**src/design/fspa_pkg.sv**
```systemverilog
// ----------------------------------------------------------------------------
// fspa_pkg: shared types and constants of the fixed slot pool allocator
// Payload structs, request/status codes, register indexes and the command and
// status bundles between controller and datapath.
// ----------------------------------------------------------------------------
`default_nettype none

package fspa_pkg;

	localparam int unsigned SLOTS_DEF = 1024;

	localparam int unsigned ADDR_W     = 48;
	localparam int unsigned SIZE_CFG_W = 13;
	localparam int unsigned CNT_CFG_W  = 11;
	localparam int unsigned ESIZE_W    = 14;   // rounded slot size, up to 8192
	localparam int unsigned CNT_W      = 32;   // internal in-use / peak counters
	localparam int unsigned OUT_CNT_W  = 11;
	localparam int unsigned CFG_IDX_W  = 2;

	// request types
	localparam logic [1:0] REQ_ALLOC = 2'd0;
	localparam logic [1:0] REQ_FREE  = 2'd1;
	localparam logic [1:0] REQ_RESET = 2'd2;
	localparam logic [1:0] REQ_QUERY = 2'd3;

	// result status
	localparam logic [1:0] ST_DONE      = 2'd0;
	localparam logic [1:0] ST_EXHAUSTED = 2'd1;
	localparam logic [1:0] ST_NOT_OWNED = 2'd2;
	localparam logic [1:0] ST_NULL_FREE = 2'd3;

	// register indexes
	localparam logic [CFG_IDX_W-1:0] CFG_BASE  = 2'd0;
	localparam logic [CFG_IDX_W-1:0] CFG_SIZE  = 2'd1;
	localparam logic [CFG_IDX_W-1:0] CFG_COUNT = 2'd2;

	localparam logic [ADDR_W-1:0]     BASE_RST  = 48'd4096;
	localparam logic [SIZE_CFG_W-1:0] SIZE_RST  = 13'd32;
	localparam logic [CNT_CFG_W-1:0]  COUNT_RST = 11'd1024;

	typedef struct packed {
		logic [1:0]        req_type;
		logic [ADDR_W-1:0] address;
	} req_t;

	typedef struct packed {
		logic [ADDR_W-1:0]    slot_address;
		logic [1:0]           status;
		logic                 owned;
		logic [OUT_CNT_W-1:0] in_use;
		logic [OUT_CNT_W-1:0] peak_in_use;
		logic [OUT_CNT_W-1:0] free_count;
	} rsp_t;

	// controller -> datapath
	typedef struct packed {
		logic       take_req;
		logic       mem_rd;
		logic       pop;
		logic       take_fresh;
		logic       mul_addr;
		logic       add_addr;
		logic       chk_start;
		logic       div_start;
		logic       push;
		logic       set_owned;
		logic       set_status;
		logic [1:0] status_code;
		logic       reset_all;
		logic       finish;
	} dp_cmd_t;

	// datapath -> controller
	typedef struct packed {
		logic [1:0] req_type;
		logic       list_nonempty;
		logic       fresh_avail;
		logic       addr_null;
		logic       in_range;
		logic       div_done;
		logic       rem_zero;
		logic       out_free;
	} dp_sts_t;

endpackage

`default_nettype wire

```
**src/design/fspa_ctrl.sv**
```systemverilog
// ----------------------------------------------------------------------------
// fspa_ctrl: allocator controller
// Sequences one request at a time through the datapath.
// ----------------------------------------------------------------------------
`default_nettype none

module fspa_ctrl (
	input  wire logic              clk,
	input  wire logic              arst_n,
	input  wire logic              req_valid,
	output logic                   req_ready,
	input  wire fspa_pkg::dp_sts_t sts,
	output fspa_pkg::dp_cmd_t      cmd
);
	import fspa_pkg::*;

	typedef enum logic [2:0] {
		S_IDLE,
		S_DECODE,
		S_POP,
		S_MUL,
		S_ADD,
		S_RANGE,
		S_DIV,
		S_DONE
	} state_t;

	state_t state_q;
	state_t state_d;

	always_comb begin
		cmd     = '0;
		state_d = state_q;
		unique case (state_q)
			S_IDLE: begin
				if (req_valid) begin
					cmd.take_req = 1'b1;
					state_d      = S_DECODE;
				end
			end
			S_DECODE: begin
				unique case (sts.req_type)
					REQ_ALLOC: begin
						if (sts.list_nonempty) begin
							cmd.mem_rd = 1'b1;
							state_d    = S_POP;
						end else if (sts.fresh_avail) begin
							cmd.take_fresh = 1'b1;
							state_d        = S_MUL;
						end else begin
							cmd.set_status  = 1'b1;
							cmd.status_code = ST_EXHAUSTED;
							state_d         = S_DONE;
						end
					end
					REQ_FREE: begin
						if (sts.addr_null) begin
							cmd.set_status  = 1'b1;
							cmd.status_code = ST_NULL_FREE;
							state_d         = S_DONE;
						end else begin
							cmd.chk_start = 1'b1;
							state_d       = S_RANGE;
						end
					end
					REQ_RESET: begin
						cmd.reset_all = 1'b1;
						state_d       = S_DONE;
					end
					REQ_QUERY: begin
						cmd.chk_start = 1'b1;
						state_d       = S_RANGE;
					end
					default: state_d = S_DONE;
				endcase
			end
			S_POP: begin
				cmd.pop = 1'b1;
				state_d = S_MUL;
			end
			S_MUL: begin
				cmd.mul_addr = 1'b1;
				state_d      = S_ADD;
			end
			S_ADD: begin
				cmd.add_addr = 1'b1;
				state_d      = S_DONE;
			end
			S_RANGE: begin
				if (sts.in_range) begin
					cmd.div_start = 1'b1;
					state_d       = S_DIV;
				end else begin
					if (sts.req_type == REQ_FREE) begin
						cmd.set_status  = 1'b1;
						cmd.status_code = ST_NOT_OWNED;
					end
					state_d = S_DONE;
				end
			end
			S_DIV: begin
				if (sts.div_done) begin
					if (sts.rem_zero) begin
						cmd.set_owned = 1'b1;
						cmd.push      = (sts.req_type == REQ_FREE);
					end else if (sts.req_type == REQ_FREE) begin
						cmd.set_status  = 1'b1;
						cmd.status_code = ST_NOT_OWNED;
					end
					state_d = S_DONE;
				end
			end
			S_DONE: begin
				if (sts.out_free) begin
					cmd.finish = 1'b1;
					state_d    = S_IDLE;
				end
			end
			default: state_d = S_IDLE;
		endcase
	end

	always_ff @(posedge clk or negedge arst_n) begin
		if (!arst_n) begin
			state_q <= S_IDLE;
		end else begin
			state_q <= state_d;
		end
	end

	assign req_ready = (state_q == S_IDLE);
endmodule

`default_nettype wire

```
**config.mk**
```make
export PLATFORM = sky130hd
export DESIGN_NAME = fspa_ctrl
export DESIGN_NICKNAME = d
export VERILOG_FILES = /design/src/design/fspa_pkg.sv /design/src/design/fspa_ctrl.sv
export SDC_FILE = /design/constraint.sdc
export NUM_CORES = 1
export LEC_CHECK = 0
export ABC_AREA = 1
export ABC_CLOCK_PERIOD_IN_PS = 1500
export BUFFER_PORTS_ARGS = -buffer_cell sky130_fd_sc_hd__buf_4
export CELL_PAD_IN_SITES_DETAIL_PLACEMENT = 1
export CELL_PAD_IN_SITES_GLOBAL_PLACEMENT = 2
export CORE_MARGIN = 3
export CORE_UTILIZATION = 20
export CTS_CLUSTER_SIZE = 20
export DETAILED_ROUTE_END_ITERATION = 8
export PLACE_DENSITY_LB_ADDON = 0.1
export SLEW_MARGIN = 25
export SYNTH_ARGS = -nofsm -noshare
export SYNTH_HDL_FRONTEND = slang
export SYNTH_SLANG_ARGS = --single-unit
```
**constraint.sdc**
```tcl
create_clock -name clk -period 1.5 [get_ports clk]
set_input_delay 0.3 -clock clk [delete_from_list [all_inputs] [get_ports clk]]
set_output_delay 0.3 -clock clk [all_outputs]
set_load 0.005 [all_outputs]
```
# --- Word level (Yosys, flattened, before mapping) ---
# Index checks and enable logic that the tools add are counted.
word_totals:
  register_bits: 3
  wordCells: 58
  inputBits: 12
classes:
  eq_ne: 13
  n_mux: 41
  reduce_logical: 3
op_table:
  columns: ["cell", "count"]
  rows:
  - ["3-bit 2-to-1 mux", 11]
  - ["3-bit one-hot mux with 8 select lines", 1]
  - ["1-bit 2-to-1 mux", 21]
  - ["3-bit equality test (second input constant)", 4]
  - ["3-bit one-hot mux with 4 select lines", 1]
  - ["3-bit one-hot mux with 3 select lines", 1]
  - ["3-bit by 2-bit equality test with 1-bit output (second input constant)", 2]
  - ["2-bit 2-to-1 mux", 3]
  - ["2-bit inequality test (second input constant)", 3]
  - ["3-bit one-hot mux with 2 select lines", 1]
  - ["5-bit 2-to-1 mux", 1]
  - ["2-bit equality test (second input constant)", 2]
  - ["3-bit by 1-bit equality test with 1-bit output (second input constant)", 1]
  - ["3-bit zero test", 1]
  - ["3-bit AND reduction", 1]
  - ["2-bit by 1-bit equality test with 1-bit output (second input constant)", 1]
  - ["2-bit zero test", 1]
  - ["1-bit one-hot mux with 2 select lines", 1]

# --- Logic depth before layout (Yosys ltp) ---
# Gate-level depths: netlist (run 1).
depth:
  word_depth: 5
  depth_mapped: 8
  depth_no_buf: 7

# --- Worst setup path before layout (run 1) ---
# Ideal clock, no wire load.
synth_path:
  kind: "reg-to-output"
  from: "register state_q[1]"
  to: "output port cmd[4] in the netlist's numbering"
  stages_incl_launch_ff: 7
  arrival_time_ns: 0.884
  path_buffers: 1
  required_ns: 1.200
  path_slack_ns: 0.316
  path_cell_list: "dfrtp_1 buf_6 inv_2 nand2_2 nor2_1 nand3_1 nand3_1"
synth_rtl:
  columns: ["item", "line_no", "source"]
  rows:
  - ["from (decl)", "fspa_ctrl.sv:28", "state_t state_q;"]
  - ["from (signal assigned)", "fspa_ctrl.sv:127", "state_q <= state_d;"]
  - ["to (decl)", "fspa_ctrl.sv:13", "output fspa_pkg::dp_cmd_t cmd"]

==> results.toml, run 1 <==
[floorplan]
num_rows = 17
start_util = 0.218
io_pins = 28
die_h_um = 56.0
core_region_area_um2 = 2300
fp.dieW_um = 56.0
die_area_um2 = 3140

[sta]
hold_viol_final = 0
worst_pin_slew_ns = 0.203
finalWorstSetupSlack_ns = -0.0447
rsz0062_at_grt = "true"
slew_headroom = 0.864
post-route-period-util = 1.03
drv_slew = 0
clock_skew_ns = 0.000410
setup_viol_count_final = 6
period_minus_slack_ns = 1.54
fmax_mhz = 647

[synthesis]
synth_top_cell_area_share = 0.165
ys_types = 21
synthCells = 81
synth_top_area_cell = "nand2_1"
ys_async_sr_fraction = 1.00
yosysWarnings = 0
ys_seq_elements = 3
ys_top_cells_by_area = "nand2_1 17%, dfrtp_1 15%, inv_1 9.0%"
ys_seq_area_frac = 0.150
synth_edf_count = 0
synth_ff_type = "dfrtp_1"
netlist_area_um2 = 500
synth_area_per_cell_um2 = 6.18
syn_nets = 93

[cells_and_area]
largest_reg_flops = 3
layout.nets = 132
final_layout_size_suffix_gt1_frac = 0.571
diodes = 0
regMostFlops = "state_q"
fin_util = 0.391
mostFrequentLayoutCells = "32 x buf_4, 20 x nand2_1, 12 x inv_1, 6 x nor2_1"
syn_to_final_growth_pct = 79.5
final_common_cell = "buf_4"
reg.largest.list = "state_q: 3 flops"

[worst_hold_path]
holdPathEnd = "state_q[0]"
whs_path_depth = 4
worstHoldPathType = "input pin to flip-flop"
hp-start = "sts[0]"

[cts]
cts_tree = "built"
cts.sinks = 3
cts-root-buf = "clkbuf_4"
ctsHtreeMaxLevel = 1
path_clk_slew_ns = 0.04
clockBufferDepth = 2
clock_latency_ns = 0.23
numCtsBuffers = 3

[place]
place_ws_ns = 0.0579
portBuffers = 27
gp_congestion = 0.770
hpwlAfterDp_um = 1310

[setup_path]
worstPathArrival_ns = 1.24
reg2regPathDepth = 6
start_kind = "flip-flop"
cp-end-kind = "primary output"
cp.required_ns = 1.20
cp_max_fo = 5
worst-setup-path-type = "flip-flop to primary output"
crit-reg2reg-launch = "state_q[1]"
regToRegSetupSlack_ns = 0.32
r2r-end = "state_q[2]"
cpPeakStageDelay_ns = 0.46
cp_slowest_cell = "dfrtp_2"
path_cells = "inv_2, nand2_4, nor2_4, nand3_2, o211ai_2, buf_4"

[grt]
grt_max_degree = 9
antenna_found_initial = 0
grt_pass1_wl_um = 2650
grt_overflow = 0
grt.total_usage = 0.103
grt_pass1_vias = 606

[run_status]
violations = "negative setup slack"
outcome = "finished with violations"

[detailed_routing]
firstDrtPassIters = 2
drc = 0
wl_um = 1650
route.vias.total = 622
ant_nets = 0
wire_per_inst_um = 11.2
drtIter0Drc = 2
via_per_inst = 4.23

[pwr]
p_leak_nw = 0.515
powerDensity_nw_per_um2 = 1590
peakVddDrop_mv = 0.912

[run]
drv_cap = 0
[worst max path at each step]
stage,from,end,slack (ns)
finish,state_q[1],cmd[3],-0.04
global route,state_q[1],cmd[3],-0.14
CTS,state_q[0],cmd[14],-0.06
detailed placement,state_q[1],cmd[3],0.06
global placement,state_q[1],cmd[3],0.09
floorplan,state_q[1],cmd[4],0.32
[stage by stage]
stage	setup TNS, ns	hold slack, ns	power [W]	area [um^2]	std cells
6_report	-0.169	0.393	0.00143	898	147
5_1_grt	-0.820	0.409	0.00157	898	147
4_1_cts	-0.316	0.391	0.00125	803	143
3_5_place_dp	0	0.0931	0.00101	727	136
3_3_place_gp	0	0.0888	0.00101	727	136
2_1_floorplan	0	0.00441	0.000782	500	81
[logic make-up after synthesis]
kind of cell,share of synthesized area
buffers and inverters,0.197
AOI/OAI and AO/OA,0.0450
DFF,0.150
and+or+nand+nor,0.607
[power by group]
part | total [W] | switching, W | leakage [nW] | internal [W]
registers | 0.000231 | 0.0000951 | 0.0314 | 0.000135
clock network | 0.000144 | 0.0000442 | 0.0150 | 0.0000999
logic | 0.00106 | 0.000542 | 0.469 | 0.000515
[synth_stat cells, types with 2 or more instances]
library cell,n
buf_6,3
dfrtp_1,3
inv_1,12
inv_2,2
inv_4,2
nand2_1,22
nand2_2,2
nand3_1,7
nor2_1,9
nor2_2,4
nor2_4,2
nor3_1,4
[what timing repair did]
action,4_1_cts,5_1_grt
resized for setup,8,12
hold buffers,1,0
hold endpoints to repair,3,0
setup buffers,2,4
pin swaps,2,2
endpoints found under the setup margin,14,15
[routing by layer]
metal  wire, um  up-vias  track usage
met5          0        -            0
met1        708      276        0.130
li1           -      329            -
met4         14        0       0.0305
met2        845       15        0.170
met3         85        2       0.0278
[critical path: cells and delay by family (launching register included)]
kind / cells / cell delay [ns]
DFF: 1 / 0.46
and+or+nand+nor: 3 / 0.24
buffers and inverters: 2 / 0.23
AOI/OAI and AO/OA: 1 / 0.07
[final cells by class]
class	count	area [um^2]
clock buffer	4	26.3
fill	309	1400
multi-input combinational	59	389
tap	28	35.0
timing repair buffer	37	304
sequential	3	78.8
inverter	16	65.1
(Power assumes the default switching activity.)
==> run 2: changes to the inputs <==
--- a/config.mk
+++ b/config.mk
@@ -6,7 +6,7 @@
 export NUM_CORES = 1
 export LEC_CHECK = 0
 export ABC_AREA = 1
-export ABC_CLOCK_PERIOD_IN_PS = 1500
+export ABC_CLOCK_PERIOD_IN_PS = 1700
 export BUFFER_PORTS_ARGS = -buffer_cell sky130_fd_sc_hd__buf_4
 export CELL_PAD_IN_SITES_DETAIL_PLACEMENT = 1
 export CELL_PAD_IN_SITES_GLOBAL_PLACEMENT = 2
==> constraint.sdc (replaced) <==
create_clock -name clk -period 1.7 [get_ports clk]
set_input_delay 0.34 -clock clk [delete_from_list [all_inputs] [get_ports clk]]
set_output_delay 0.34 -clock clk [all_outputs]
set_load 0.005 [all_outputs]
==> results.toml, run 2 (same netlist as run 1, synthesis figures left out) <==
[floorplan]
start_util = 0.218
die_h_um = 56.0
num_rows = 17
fp.dieW_um = 56.0
die_area_um2 = 3140
core_region_area_um2 = 2300
io_pins = 28

[pwr]
p_leak_nw = 0.468
powerDensity_nw_per_um2 = 1330
peakVddDrop_mv = 0.680

[cts]
path_clk_slew_ns = 0.04
cts-root-buf = "clkbuf_4"
ctsHtreeMaxLevel = 1
clock_latency_ns = 0.23
cts_tree = "built"
clockBufferDepth = 2
numCtsBuffers = 3
cts.sinks = 3

[cells_and_area]
final_common_cell = "buf_4"
fillers = 307
multi_input_area_um2 = 353
reg.largest.list = "state_q: 3 flops"
regMostFlops = "state_q"
final_layout_size_suffix_gt1_frac = 0.487
layout.nets = 126
ff_latch_area_um2 = 78.8
largest_reg_flops = 3
mostFrequentLayoutCells = "30 x buf_4, 22 x nand2_1, 12 x inv_1, 8 x nor2_1, 6 x nand3_1"
syn_to_final_growth_pct = 58.5
diodes = 0

[setup_path]
worst-setup-path-type = "flip-flop to primary output"
cp_max_fo = 7
cp_slowest_cell = "dfrtp_2"
cpPeakStageDelay_ns = 0.48
reg2regPathDepth = 6
path_cells = "inv_2, nand2_4, nor2_2, nand3_2, o211ai_2, buf_4"
crit_family = "flip-flops"
regToRegSetupSlack_ns = 0.53
worst-path-buf-inv = 2
worstPathArrival_ns = 1.28
cp-end-kind = "primary output"
cp.required_ns = 1.36
start_kind = "flip-flop"
crit-reg2reg-launch = "state_q[0]"
r2r-end = "state_q[2]"

[sta]
rsz0062_at_grt = "false"
clock_skew_ns = 0.00159
hold_viol_final = 0
worst_pin_slew_ns = 0.257
drv_slew = 0
setup_viol_count_final = 0
period_minus_slack_ns = 1.62
fmax_mhz = 616
slew_headroom = 0.827
hold-worst-slack_ns = 0.435
post-route-period-util = 0.955
setup-tns-final_ns = 0

[grt]
grt_overflow = 0
antenna_found_initial = 0
grt_pass1_wl_um = 2700
grt_pass1_vias = 612
grt_max_degree = 10
grt.total_usage = 0.105

[run]
drv_cap = 0

[detailed_routing]
drtIter0Drc = 9
via_per_inst = 4.35
wl_um = 1560
wire_per_inst_um = 11.0
firstDrtPassIters = 4
drc = 0
ant_nets = 0
route.vias.total = 614

[run_status]
outcome = "finished, final reports clean"

[place]
hpwlAfterDp_um = 1310
gp_congestion = 0.834
portBuffers = 27

[worst_hold_path]
worstHoldPathType = "input pin to async pin"
run 2: cell count changes in the layout (fill, tap and decap cells not counted), sizes merged:
cell,change
buf,-6
run 2: stage by stage:
| step | total power, W | instances | setup WS [ns] | instance area (um^2) | util |
|---|---|---|---|---|---|
| 3_5_place_dp | 0.000853 | 134 | 0.212 | 712 | 0.310 |
| 4_1_cts | 0.000993 | 139 | 0.0271 | 751 | 0.327 |
| 3_3_place_gp | 0.000853 | 134 | 0.216 | 712 | 0.310 |
| 6_report | 0.00105 | 141 | 0.0773 | 793 | 0.345 |
| 5_1_grt | 0.00118 | 141 | 0.00325 | 793 | 0.345 |
| 2_1_floorplan | 0.000690 | 81 | 0.476 | 500 | - |
run 2: power by group:
part           leakage (nW)  internal [W]  total, W  switching, W
Combinational         0.421      0.000314  0.000707      0.000393
Clock                0.0150     0.0000880  0.000125     0.0000373
Sequential           0.0314      0.000119  0.000220      0.000100
run 2: how the worst max path moves through the flow:
stage	cells after the start	startpoint	slack, ns	end
after floorplan	6	state_q[1]	0.48	cmd[4]
after global placement	6	state_q[1]	0.22	cmd[3]
after detailed placement	6	state_q[1]	0.21	cmd[3]
after CTS	6	state_q[1]	0.03	cmd[3]
after global routing	6	state_q[1]	0.003	cmd[4]
final	6	state_q[1]	0.08	cmd[3]
run 2: what timing repair did:
item | 4_1_cts | 5_1_grt
hold buffers | 1 | 0
endpoints found under the hold margin | 3 | 0
setup buffers | 0 | 2
endpoints found under the setup margin | 5 | 6
gates resized for setup | 2 | 6
pin swaps | 0 | 1
run 2: cell type report:
cell class	count	share of cell area
repair buffers	31	0.297
inverters	16	0.0820
multi-input cells	59	0.445
well taps	28	0.0442
flip-flops and latches	3	0.0994
clock buffers	4	0.0331
run 2: per-layer routing:
metal | wire [um] | up-vias | GRT usage
met5 | 0 | - | 0
met4 | 0 | 0 | 0.0203
met3 | 120 | 0 | 0.0464
met2 | 742 | 17 | 0.165
met1 | 694 | 284 | 0.133
li1 | - | 313 | -
